--- src/tdm_pkg.sv ---
// package for the trinomial discriminant block
// types, widths, sequencer states and job codes; no dependencies
package tdm_pkg;
  localparam int MOD_BITS = 32;
  localparam int DEG_BITS = 16;

  typedef struct packed {
    logic [DEG_BITS-1:0] degree;
    logic [DEG_BITS-1:0] mid_exponent;
    logic [MOD_BITS-1:0] coeff_a;
    logic [MOD_BITS-1:0] coeff_b;
  } in_word_t;

  typedef struct packed {
    logic [MOD_BITS-1:0] discriminant;
    logic                bad_exponents;
  } out_word_t;

  typedef enum logic [4:0] {
    ST_IDLE,
    ST_RED,     // reduce operand by p, bit-serial restoring
    ST_GCD,     // binary-free gcd by subtraction
    ST_DIV,     // n/d and k/d, bit-serial
    ST_POWSET,  // load next power job
    ST_POW,     // square and multiply loop
    ST_MUL,     // shift-add modular multiply step
    ST_COMB,    // combine term step
    ST_DONE
  } state_t;

  // values reduced mod p, in order
  localparam logic [2:0] RED_A  = 3'd0;
  localparam logic [2:0] RED_B  = 3'd1;
  localparam logic [2:0] RED_N  = 3'd2;
  localparam logic [2:0] RED_NK = 3'd3;
  localparam logic [2:0] RED_K  = 3'd4;

  // power jobs, in the order they run
  localparam logic [2:0] JOB_T1    = 3'd0;  // b^(k-1)
  localparam logic [2:0] JOB_NPOW  = 3'd1;  // n^n1
  localparam logic [2:0] JOB_BPOW  = 3'd2;  // b^(n1-k1)
  localparam logic [2:0] JOB_NKPOW = 3'd3;  // (n-k)^(n1-k1)
  localparam logic [2:0] JOB_KPOW  = 3'd4;  // k^k1
  localparam logic [2:0] JOB_APOW  = 3'd5;  // a^n1
  localparam logic [2:0] JOB_DPOW  = 3'd6;  // (t2 - t3)^d
endpackage

--- src/trinomial_discriminant_mod_p.sv ---
// trinomial discriminant mod p, Swan's formula, one shared modular multiplier
// depends on tdm_pkg
//
// usage: write the modulus on cfg_ (one word, reset value 3); cfg_ready is high only
// while the sequencer is idle, and an input word waits while a cfg word is offered.
// send one word on in_ (degree, mid_exponent, coeff_a, coeff_b); one word comes back
// on out_ with the discriminant and the bad-exponent flag.
// one item at a time: in_ready is low from acceptance until the result is loaded
// into the output register, so the next word can be taken while a result waits.
// steps from acceptance: the five reductions, the gcd by repeated subtraction, the
// divisions n/d and k/d, then seven powers and four products; a power runs one
// multiply per exponent bit and per set bit, and a last step loads the output register.
// most of the time goes into the gcd when k is small; bad exponents or a zero modulus
// go straight to that last step.
// reset idles the sequencer, clears out_valid and sets the modulus to 3; when the
// receiver stalls the result waits in the output register, and a second item can be
// taken and computed behind it, then wait in the done state with in_ready low.
module trinomial_discriminant_mod_p (
  input  logic                      clk,
  input  logic                      rst_n,
  input  logic                      in_valid,
  output logic                      in_ready,
  input  tdm_pkg::in_word_t         in_data,
  output logic                      out_valid,
  input  logic                      out_ready,
  output tdm_pkg::out_word_t        out_data,
  input  logic                      cfg_valid,
  output logic                      cfg_ready,
  input  logic [tdm_pkg::MOD_BITS-1:0] cfg_data
);
  localparam int MB = tdm_pkg::MOD_BITS;
  localparam int DB = tdm_pkg::DEG_BITS;
  localparam int CB = $clog2(MB + 1) + 1;

  tdm_pkg::state_t state_r, state_nxt;

  logic [MB-1:0] p_r;
  logic [DB-1:0] n_r, k_r, gx_r, gy_r, n1_r, k1_r;
  logic [MB-1:0] a_r, b_r;
  logic bad_r;
  logic [MB-1:0] res_r;
  logic          obad_r;
  logic          ovalid_r;

  // reduction unit: operand x mod p, one bit a cycle
  logic [MB-1:0] rsrc_r;   // shift source
  logic [MB-1:0] rrem_r;
  logic [CB-1:0] cnt_r;
  logic [2:0]    ridx_r;   // which value is being reduced
  logic [MB-1:0] nm_r, nkm_r, km_r;

  // division unit
  logic [DB-1:0] dq_r, drem_r;
  logic          dsel_r;   // 0: n/d, 1: k/d

  // power unit
  logic [2:0]    job_r;
  logic [MB-1:0] base_r, acc_r;
  logic [DB-1:0] exp_r;
  logic          mphase_r; // 0: acc*base, 1: base*base
  // multiplier
  logic [MB-1:0] mx_r, my_r;
  logic [MB-1:0] mr_r;
  logic [MB-1:0] t1_r, t2_r, t3_r, pw_r;
  logic          cmul_r;

  logic [MB:0] dbl, dbl_red, addv, add_red;
  logic [MB:0] rr_sh;
  logic [MB-1:0] mstep;

  always_comb begin
    dbl     = {mr_r, 1'b0};
    dbl_red = (dbl >= {1'b0, p_r}) ? dbl - {1'b0, p_r} : dbl;
    addv    = dbl_red + {1'b0, mx_r};
    add_red = (addv >= {1'b0, p_r}) ? addv - {1'b0, p_r} : addv;
    rr_sh   = {rrem_r, rsrc_r[MB-1]};
    mstep   = my_r[MB-1] ? add_red[MB-1:0] : dbl_red[MB-1:0];
  end

  // power job table: exponent and base
  logic [DB-1:0] job_exp;
  always_comb begin
    case (job_r)
      tdm_pkg::JOB_T1:    job_exp = k_r - DB'(1);
      tdm_pkg::JOB_NPOW:  job_exp = n1_r;
      tdm_pkg::JOB_BPOW:  job_exp = n1_r - k1_r;
      tdm_pkg::JOB_NKPOW: job_exp = n1_r - k1_r;
      tdm_pkg::JOB_KPOW:  job_exp = k1_r;
      tdm_pkg::JOB_APOW:  job_exp = n1_r;
      tdm_pkg::JOB_DPOW:  job_exp = gx_r;
      default:            job_exp = '0;
    endcase
  end

  logic [MB-1:0] job_base;
  always_comb begin
    case (job_r)
      tdm_pkg::JOB_T1:    job_base = b_r;
      tdm_pkg::JOB_NPOW:  job_base = nm_r;
      tdm_pkg::JOB_BPOW:  job_base = b_r;
      tdm_pkg::JOB_NKPOW: job_base = nkm_r;
      tdm_pkg::JOB_KPOW:  job_base = km_r;
      tdm_pkg::JOB_APOW:  job_base = a_r;
      default:            job_base = pw_r;
    endcase
  end

  // left operand of the product that follows a power
  logic [MB-1:0] mul_lhs;
  always_comb begin
    case (job_r)
      tdm_pkg::JOB_BPOW: mul_lhs = t2_r;
      tdm_pkg::JOB_KPOW: mul_lhs = t3_r;
      tdm_pkg::JOB_APOW: mul_lhs = t3_r;
      default:           mul_lhs = t1_r;
    endcase
  end

  logic comb_mul;
  assign comb_mul = !((job_r == tdm_pkg::JOB_T1) || (job_r == tdm_pkg::JOB_NPOW) ||
                      (job_r == tdm_pkg::JOB_NKPOW));

  // pw_r holds the full third term when the difference is formed
  logic [MB-1:0] sub_v, neg3, fin;
  always_comb begin
    neg3  = (pw_r == '0) ? '0 : p_r - pw_r;
    sub_v = (n1_r[0] ? ((t2_r >= neg3) ? t2_r - neg3 : t2_r + (p_r - neg3))
                     : ((t2_r >= pw_r) ? t2_r - pw_r : t2_r + (p_r - pw_r)));
    fin   = (n_r[1] && t1_r != '0) ? p_r - t1_r : t1_r;
  end

  assign in_ready  = (state_r == tdm_pkg::ST_IDLE) && !cfg_valid;
  assign cfg_ready = (state_r == tdm_pkg::ST_IDLE);
  assign out_valid = ovalid_r;
  assign out_data  = '{discriminant: res_r, bad_exponents: obad_r};

  logic in_fire, done_fire;
  assign in_fire   = in_valid && in_ready;
  assign done_fire = (state_r == tdm_pkg::ST_DONE) && (!ovalid_r || out_ready);

  logic bad_in;
  assign bad_in = (in_data.mid_exponent == '0) || (in_data.mid_exponent >= in_data.degree);

  // next state
  logic mul_last, red_last, div_last;
  assign mul_last = (cnt_r == CB'(MB - 1));
  assign red_last = (cnt_r == CB'(MB - 1));
  assign div_last = (cnt_r == CB'(DB - 1));

  always_comb begin
    state_nxt = state_r;
    case (state_r)
      tdm_pkg::ST_IDLE: begin
        if (in_fire) state_nxt = (bad_in || p_r == '0) ? tdm_pkg::ST_DONE : tdm_pkg::ST_RED;
      end
      tdm_pkg::ST_RED: begin
        if (red_last && ridx_r == tdm_pkg::RED_K) state_nxt = tdm_pkg::ST_GCD;
      end
      tdm_pkg::ST_GCD: begin
        if (gx_r == gy_r) state_nxt = tdm_pkg::ST_DIV;
      end
      tdm_pkg::ST_DIV: begin
        if (div_last && dsel_r) state_nxt = tdm_pkg::ST_POWSET;
      end
      tdm_pkg::ST_POWSET: state_nxt = tdm_pkg::ST_POW;
      tdm_pkg::ST_POW: begin
        if (exp_r == '0) state_nxt = tdm_pkg::ST_COMB;
        else state_nxt = tdm_pkg::ST_MUL;
      end
      tdm_pkg::ST_MUL: begin
        if (mul_last) state_nxt = cmul_r ? tdm_pkg::ST_COMB : tdm_pkg::ST_POW;
      end
      tdm_pkg::ST_COMB: begin
        if (cmul_r) begin
          state_nxt = (job_r == tdm_pkg::JOB_DPOW) ? tdm_pkg::ST_DONE : tdm_pkg::ST_POWSET;
        end else begin
          state_nxt = comb_mul ? tdm_pkg::ST_MUL : tdm_pkg::ST_POWSET;
        end
      end
      tdm_pkg::ST_DONE: begin
        if (done_fire) state_nxt = tdm_pkg::ST_IDLE;
      end
      default: state_nxt = tdm_pkg::ST_IDLE;
    endcase
  end

  logic [MB-1:0] red_out;
  assign red_out = (rr_sh >= {1'b0, p_r}) ? MB'(rr_sh - {1'b0, p_r}) : rr_sh[MB-1:0];

  // next value to feed the reduction unit
  logic [MB-1:0] red_next;
  always_comb begin
    case (ridx_r)
      tdm_pkg::RED_A:  red_next = b_r;
      tdm_pkg::RED_B:  red_next = MB'(n_r);
      tdm_pkg::RED_N:  red_next = MB'(n_r - k_r);
      tdm_pkg::RED_NK: red_next = MB'(k_r);
      default:         red_next = '0;
    endcase
  end

  logic [DB:0] dsh;
  logic        dbit;
  assign dsh  = {drem_r, dq_r[DB-1]};
  assign dbit = (dsh >= {1'b0, gx_r});

  always_ff @(posedge clk) begin
    if (!rst_n) begin
      state_r  <= tdm_pkg::ST_IDLE;
      p_r      <= MB'(3);
      ovalid_r <= 1'b0;
    end else begin
      state_r  <= state_nxt;
      if (cfg_valid && cfg_ready) p_r <= cfg_data;
      ovalid_r <= done_fire || (ovalid_r && !out_ready);
    end
  end

  always_ff @(posedge clk) begin
    case (state_r)
      tdm_pkg::ST_IDLE: begin
        if (in_fire) begin
          n_r    <= in_data.degree;
          k_r    <= in_data.mid_exponent;
          b_r    <= in_data.coeff_b;
          bad_r  <= bad_in;
          gx_r   <= in_data.degree;
          gy_r   <= in_data.mid_exponent;
          rsrc_r <= in_data.coeff_a;
          rrem_r <= '0;
          cnt_r  <= '0;
          ridx_r <= tdm_pkg::RED_A;
        end
      end
      tdm_pkg::ST_RED: begin
        if (red_last) begin
          case (ridx_r)
            tdm_pkg::RED_A:  a_r <= red_out;
            tdm_pkg::RED_B:  b_r <= red_out;
            tdm_pkg::RED_N:  nm_r <= red_out;
            tdm_pkg::RED_NK: nkm_r <= red_out;
            default:         km_r <= red_out;
          endcase
          cnt_r  <= '0;
          rrem_r <= '0;
          ridx_r <= ridx_r + 1'b1;
          rsrc_r <= red_next;
        end else begin
          rsrc_r <= {rsrc_r[MB-2:0], 1'b0};
          rrem_r <= red_out;
          cnt_r  <= cnt_r + 1'b1;
        end
        dq_r   <= n_r;
        drem_r <= '0;
        dsel_r <= 1'b0;
      end
      tdm_pkg::ST_GCD: begin
        if (gx_r > gy_r) gx_r <= gx_r - gy_r;
        else if (gy_r > gx_r) gy_r <= gy_r - gx_r;
        cnt_r <= '0;
      end
      tdm_pkg::ST_DIV: begin
        if (div_last) begin
          cnt_r  <= '0;
          drem_r <= '0;
          if (!dsel_r) begin
            n1_r <= {dq_r[DB-2:0], dbit};
            dq_r <= k_r;
          end else begin
            k1_r <= {dq_r[DB-2:0], dbit};
          end
          dsel_r <= 1'b1;
        end else begin
          cnt_r  <= cnt_r + 1'b1;
          drem_r <= dbit ? DB'(dsh - {1'b0, gx_r}) : dsh[DB-1:0];
          dq_r   <= {dq_r[DB-2:0], dbit};
        end
        job_r  <= tdm_pkg::JOB_T1;
        cmul_r <= 1'b0;
      end
      tdm_pkg::ST_POWSET: begin
        base_r   <= job_base;
        exp_r    <= job_exp;
        acc_r    <= (p_r == MB'(1)) ? '0 : MB'(1);
        mphase_r <= 1'b0;
      end
      tdm_pkg::ST_POW: begin
        cnt_r <= '0;
        mr_r  <= '0;
        if (exp_r != '0) begin
          if (!mphase_r && exp_r[0]) begin
            mx_r <= acc_r; my_r <= base_r;
          end else begin
            mphase_r <= 1'b1;
            mx_r <= base_r; my_r <= base_r;
          end
        end else begin
          pw_r <= acc_r;
        end
      end
      tdm_pkg::ST_MUL: begin
        if (mul_last) begin
          cnt_r <= '0;
          if (cmul_r) begin
            pw_r <= mstep;
          end else if (!mphase_r && exp_r[0]) begin
            acc_r    <= mstep;
            mphase_r <= 1'b1;
          end else begin
            base_r   <= mstep;
            exp_r    <= exp_r >> 1;
            mphase_r <= 1'b0;
          end
        end else begin
          cnt_r <= cnt_r + 1'b1;
          my_r  <= {my_r[MB-2:0], 1'b0};
          mr_r  <= mstep;
        end
      end
      tdm_pkg::ST_COMB: begin
        // pw_r holds the newest power or product
        mr_r  <= '0;
        cnt_r <= '0;
        if (cmul_r) begin
          cmul_r <= 1'b0;
          case (job_r)
            tdm_pkg::JOB_BPOW: t2_r <= pw_r;
            tdm_pkg::JOB_KPOW: t3_r <= pw_r;
            tdm_pkg::JOB_APOW: pw_r <= sub_v;
            default:           t1_r <= pw_r;
          endcase
          job_r <= job_r + 1'b1;
        end else begin
          case (job_r)
            tdm_pkg::JOB_T1: begin
              t1_r  <= pw_r;
              job_r <= tdm_pkg::JOB_NPOW;
            end
            tdm_pkg::JOB_NPOW: begin
              t2_r  <= pw_r;
              job_r <= tdm_pkg::JOB_BPOW;
            end
            tdm_pkg::JOB_NKPOW: begin
              t3_r  <= pw_r;
              job_r <= tdm_pkg::JOB_KPOW;
            end
            default: begin
              cmul_r <= 1'b1;
              mx_r   <= mul_lhs;
              my_r   <= pw_r;
            end
          endcase
        end
      end
      tdm_pkg::ST_DONE: begin
        if (done_fire) begin
          res_r  <= (bad_r || p_r == '0) ? '0 : fin;
          obad_r <= bad_r;
        end
      end
      default: ;
    endcase
  end
endmodule

--- config.mk ---
export PLATFORM = sky130hd
export DESIGN_NAME = trinomial_discriminant_mod_p
export DESIGN_NICKNAME = d
export VERILOG_FILES = /design/src/tdm_pkg.sv /design/src/trinomial_discriminant_mod_p.sv
export SDC_FILE = /design/constraint.sdc
export NUM_CORES = 2
export LEC_CHECK = 0
export BUFFER_PORTS_ARGS = -buffer_cell sky130_fd_sc_hd__buf_4
export CAP_MARGIN = 5
export CELL_PAD_IN_SITES_DETAIL_PLACEMENT = 1
export CELL_PAD_IN_SITES_GLOBAL_PLACEMENT = 1
export CORE_ASPECT_RATIO = 1.5
export CORE_MARGIN = 2
export CORE_UTILIZATION = 45
export CTS_CLUSTER_DIAMETER = 150
export DETAILED_ROUTE_END_ITERATION = 12
export PLACE_DENSITY = 0.83
export SLEW_MARGIN = 20
export SYNTH_ARGS = -nofsm -noshare
export SYNTH_HDL_FRONTEND = slang
export SYNTH_SLANG_ARGS = --single-unit
--- constraint.sdc ---
create_clock -name clk -period 7.28 [get_ports clk]
set_clock_uncertainty 0.15 [all_clocks]
set_input_delay 1.456 -clock clk [delete_from_list [all_inputs] [get_ports clk]]
set_output_delay 1.456 -clock clk [all_outputs]
set_load 0.03 [all_outputs]
* Yosys cells after proc, flatten, opt, wreduce, memory -nomap -nowiden
Index checks and enable logic that the tools add are counted.
Cells by class: $add $sub $neg 20, multipliers 0, divide/modulo/power cells 0, order comparisons 9, equal/unequal tests 51, shifts and indexed selects 0, mux-type cells 110, bitwise gates (word level) 2, reduce and logical (&&, ||, !) cells 80
Operators with widths (count):
- $mux 32 | 44
- $pmux 32 s2 | 8
- $sub 32x32->32 | 7
- $mux 16 | 12
- $pmux 32 s3 | 2
- $pmux 16 s2 | 5
- $pmux 32 s5 | 1
- $pmux 32 s4 | 1
- $ge 33x32->1 | 3
- $pmux 16 s5 | 1
- $add 32x32->32 | 2
- $ge 32x32->1 | 2
- $logic_not 32->1 | 2
- $sub 16x16->16 | 4
- $ne 2x2->1 const B | 23
- $pmux 5 s9 | 1
- $add 33x32->33 | 1
- $mux 33 | 1
- $reduce_and 3->1 | 11
- $sub 33x32->33 | 1
- $eq 32x1->1 const B | 1
- $gt 16x16->1 | 2
- $logic_not 16->1 | 2
- $reduce_bool 32->1 | 1
- other kinds (47) | 134
Word-level totals: register bits after elaboration 744, latch bits 0, memory bits (writable) 0, memory bits (read-only) 0, bits of input ports 133, output and inout port bits 36, logic and storage cells 309, memories kept 0

* Longest topological paths before layout
word-level depth 10, depth in mapped cells 40, gate-level depth less buffers 35

* Worst setup path after synthesis
OpenSTA, ideal clock, no wires.
kind reg-to-reg, from register p_r[15], to register pw_r[22], data pin, library setup time 0.263 ns, arrival 7.647 ns, data required time 6.867 ns, setup slack -0.780 ns, cell stages (with the launch flop) 37, path buffers 3, clock period less this slack 8.060 ns, cell sequence dfxtp_1 inv_1 ha_1 and4_1 o2111ai_1 o21bai_1 a21o_1 a21oi_2 a21oi_2 o41ai_4 buf_4 buf_4 mux2_2 ha_1 a21o_1 a211o_1 o21ai_1 o21ai_1 a31oi_1 nor2b_1 a311o_1 a21oi_1 xnor2_1 ha_1 and4_1 nand2_1 nor2_1 a211oi_1 o21ai_0 a41oi_1 o211ai_1 a211oi_1 o21ai_2 buf_6 mux2i_1 a211oi_2 a2111o_1
Between the ends: cells in the longest elaborated chain, start to end 9
RTL lines:
- start, declared | line trinomial_discriminant_mod_p.sv:37 | logic [MB-1:0] p_r;
- start signal, assigned | line trinomial_discriminant_mod_p.sv:214 | if (cfg_valid && cfg_ready) p_r <= cfg_data;
- $sub 33x32->33 (tied with other cells) | line trinomial_discriminant_mod_p.sv:73 | dbl_red = (dbl >= {1'b0, p_r}) ? dbl - {1'b0, p_r} : dbl;
- $mux 33 or $mux 32 (tied branches) | line trinomial_discriminant_mod_p.sv:73, trinomial_discriminant_mod_p.sv:126
- $add 33x32->33 or $sub 32x32->32 (tied branches) | line trinomial_discriminant_mod_p.sv:74, trinomial_discriminant_mod_p.sv:127
- $sub 32x32->32 (tied with other cells) | line trinomial_discriminant_mod_p.sv:75 | add_red = (addv >= {1'b0, p_r}) ? addv - {1'b0, p_r} : addv;
- $mux 32, on equally long branches | line trinomial_discriminant_mod_p.sv:75, trinomial_discriminant_mod_p.sv:127
- $mux 32, on equally long branches | line trinomial_discriminant_mod_p.sv:77, trinomial_discriminant_mod_p.sv:127
- $mux 32, on equally long branches | line trinomial_discriminant_mod_p.sv:304, trinomial_discriminant_mod_p.sv:326
- $mux 32, on equally long branches | line trinomial_discriminant_mod_p.sv:302, trinomial_discriminant_mod_p.sv:324
- $pmux 32 s3 (*) | line trinomial_discriminant_mod_p.sv:220 | case (state_r)
- end signal, assigned | line trinomial_discriminant_mod_p.sv:298 | pw_r <= acc_r;
- end signal, assigned | line trinomial_discriminant_mod_p.sv:305 | pw_r <= mstep;
- end signal, assigned | line trinomial_discriminant_mod_p.sv:329 | tdm_pkg::JOB_APOW: pw_r <= sub_v;
- end, declared | line trinomial_discriminant_mod_p.sv:64 | logic [MB-1:0] t1_r, t2_r, t3_r, pw_r;
Mark *: on every way between the ends. The rest lies on a longest branch, timed or not. The select of a mux whose other input is x is not followed. A chain may end at the register's enable or synchronous reset.

* Worst setup path in the final report
from register mr_r[11], to register base_r[9], data pin
Between the ends: cells in the longest elaborated chain, start to end 10
RTL lines:
- start, declared | line trinomial_discriminant_mod_p.sv:63 | logic [MB-1:0] mr_r;
- start signal, assigned | line trinomial_discriminant_mod_p.sv:317 | mr_r <= mstep;
- $sub 33x32->33 or $ge 33x32->1 (tied branches) | line trinomial_discriminant_mod_p.sv:73
- $mux 33 (*) | line trinomial_discriminant_mod_p.sv:73
- $add 33x32->33 | line trinomial_discriminant_mod_p.sv:74 | addv = dbl_red + {1'b0, mx_r};
- $ge 33x32->1 or $sub 32x32->32 (tied branches) | line trinomial_discriminant_mod_p.sv:75
- $mux 32 | line trinomial_discriminant_mod_p.sv:75
- $mux 32 (*) | line trinomial_discriminant_mod_p.sv:77 | mstep = my_r[MB-1] ? add_red[MB-1:0] : dbl_red[MB-1:0];
- $mux 32 (*) | line trinomial_discriminant_mod_p.sv:306 | end else if (!mphase_r && exp_r[0]) begin
- $mux 32 (*) | line trinomial_discriminant_mod_p.sv:304 | if (cmul_r) begin
- $mux 32 (*) | line trinomial_discriminant_mod_p.sv:302 | if (mul_last) begin
- $pmux 32 s2 (*) | line trinomial_discriminant_mod_p.sv:220
- end signal, assigned | line trinomial_discriminant_mod_p.sv:282 | base_r <= job_base;
- end signal, assigned | line trinomial_discriminant_mod_p.sv:310 | base_r <= mstep;
- end, declared | line trinomial_discriminant_mod_p.sv:58 | logic [MB-1:0] base_r, acc_r;
Marked as above.

==> reports/metrics.yaml <==
sta:
  setup_viol: 128
  min_period_ns: 8.175
  tns_ns: -91.53
  slew_headroom_pct: 19.00
  worstMarginPinSlew_ns: 1.204
  slew_viol_final: 0
  grt_setup_unrepaired: "yes"
  layout_setup_ws_ns: -0.8952
  hold_violations: 0
  fin_hold_ws_ns: 0.3375
  min_period_over_period_pct: 112.3
  fmaxAchievable_ghz: 0.1223
yosys:
  syn-num-nets: 6301
  netlist.area_leader.share_pct: 39.20
  synth_top_area_cell: "edfxtp_1"
  syn_inst: 5700
  avgSynthCellArea_um2: 9.488
  ys_seq_elements: 743
  ys_top_cells_by_area: "edfxtp_1 39%, ha_1 9.8%, nand2_1 4.0%, o21ai_0 3.8%, a21oi_1 3.5%"
  synth_area_mm2: 0.05408
  async_flop_share_pct: 0
  yosys_most_used_dff: "edfxtp_1"
  seq_area_frac_synth_pct: 40.57
  ys.warnings.count: 0
  synth-edff-count: 706
  synth_most_common_cell: "edfxtp_1"
  synthTopCellsByCount: "706 x edfxtp_1, 571 x nand2_1, 477 x inv_1"
  synth_cell_types: 89
floorplan:
  io_pins: 169
  core_mm2: 0.1191
  row_count: 155
  start_util_pct: 45.42
  die_w_um: 287.1
  die_y_um: 428.6
  dieArea_mm2: 0.1230
power_and_ir_drop:
  power.leakage_nw: 27.61
  p_clk_share_pct: 16.2
  power.switching_mw: 12.27
  power_density_mw_per_mm2: 416.5
  power_frac_comb_pct: 61.3
  seqPwrFrac_pct: 22.5
  ir_drop_mv: 0.2335
  power.total_mw: 27.34
  power.internal_mw: 15.07
  p_sw_share_pct: 44.89
setup_path:
  cpMostUsedCell: "buf_4"
  crit_slowest_cell: "o41a_4"
  cp-start-kind: "flip-flop"
  worst-endpoint-arrival_ns: 8.43
  max_stage_delay_ns: 0.51
  crit_required_ns: 7.54
  cp-end-kind: "flip-flop"
  worstPathMaxFanout: 5
  crit_type: "reg2reg"
placement:
  gp_congestion: 1.053
  dp_cells: 7786
  dp_hpwl_mm: 187.0
  port_buffers: 168
  post_dp_cell_area_mm2: 0.06134
  post-place-ws_ns: -1.304
routing:
  drt_iter0_drc: 5156
  dr.pass1.iters: 7
  final_antenna_net_count: 0
  vias: 52250
  wl_per_cell_um: 30.90
  post-route-drc-count: 0
  viasPerCell: 6.528
  routed_wl_mm: 247.3
finish:
  post_route_cells_drive_above_1_share_pct: 19.62
  final_nets: 6960
  final_cells: 8004
  area_growth_pct: 21.37
  stdcell_area_mm2: 0.06564
  nFillCells: 13420
  final_util_pct: 55.12
global_routing:
  grt_pass1_vias: 54920
  grt_overflow: 0
  grt_pass1_wl_mm: 353.4
  antenna_found_initial: 17
  grtUsageTotal_pct: 38.81
  grt_max_degree: 99
cts:
  numClockSinks: 743
  clock_latency_ns: 0.74
  cts_root_buffer: "clkbuf_16"
  ctsHoldBuffers: 0
  numCtsBuffers: 79
  cts_buffer_depth: 3
  htree_levels: 3
  path_clk_slew_ns: 0.06
  cts_tree: "yes"
status:
  violations: "negative setup slack"
  status: "finished with violations"
hold_path:
  hold_path_class: "reg2reg"
flow_run:
  cap_violations: 0
## cells by family after synthesis
kind of cell             Yosys count  share of synthesized area, %
AO/OA/AOI/OAI                   1773                         21.97
multiplexers                     144                         2.788
AND/OR/NAND/NOR                 1540                         12.98
buffers and inverters            711                         5.016
flip-flops                       743                         40.57
XOR/XNOR                         321                         5.224
adder cells (fa/ha/maj)          468                         11.45
## cells in the final DEF (no fill, tap or decap), drive strengths merged, types with 70 or more instances in the layout
| cell | instances |
|---|---|
| a211oi | 100 |
| a21o | 170 |
| a21oi | 386 |
| a221oi | 70 |
| a31oi | 70 |
| buf | 808 |
| clkbuf | 95 |
| edfxtp | 706 |
| ha | 423 |
| inv | 481 |
| mux2i | 91 |
| nand2 | 571 |
| nand3 | 76 |
| nor2 | 436 |
| nor3 | 80 |
| o21ai | 418 |
| xnor2 | 208 |
| xor2 | 112 |
## worst paths after layout
kind | startpoint | to | slack [ns] | depth (start not counted)
worst max-delay path | mr_r[11] | base_r[9] | -0.90 | 38
worst min-delay path | dq_r[11] | n1_r[12] | 0.34 | 0
worst max register to register | mr_r[11] | base_r[9] | -0.90 | 38
worst min register to register | dq_r[11] | n1_r[12] | 0.34 | 0
## what timing repair did
action | in CTS | in global routing
setup buffers | 30 | 29
pin swaps | 56 | 53
endpoints found under the setup margin | 128 | 128
gates cloned | 4 | 0
resized for setup | 122 | 81
## power groups by stage
stage / logic [mW] / registers (mW) / clock network [mW]
3_5_place_dp: 14.6 / 6.21 / 0
2_1_floorplan: 8.73 / 6.09 / 0
4_1_cts: 15.7 / 6.13 / 4.40
5_1_grt: 17.8 / 6.17 / 4.54
6_report: 16.8 / 6.15 / 4.42
3_3_place_gp: 14.0 / 6.17 / 0
## worst max-delay path: cells and delay by family, from the launching register on
family,cells,cell delay (ns)
AND/OR/NAND/NOR,2,0.18
multiplexers,3,0.78
flip-flops,1,0.44
XOR/XNOR,1,0.21
buffers and inverters,7,1.01
adder cells (fa/ha/maj),3,0.93
AO/OA/AOI/OAI,22,4.13
## layer usage
metal / vias to the layer above / part of all wire (%) / GRT usage, %
li1: 22370 / - / -
met2: 3022 / 48 / 66.71
met5: - / 0.023 / 0
met1: 25770 / 33 / 40.07
met4: 8 / 11 / 34.57
met3: 1085 / 7.9 / 7.160
## area by class of cell
class	count	area, µm²	area share [%]
inverter	478	1794	2.734
clock buffer	93	2081	3.170
timing repair buffer	810	6387	9.731
clock inverter	52	621.8	0.9474
multi-input combinational	4247	30810	46.94
antenna	11	27.53	0.04194
tap	1570	1964	2.993
sequential	743	21950	33.45
Note: power is estimated with default switching activity, not from simulation.
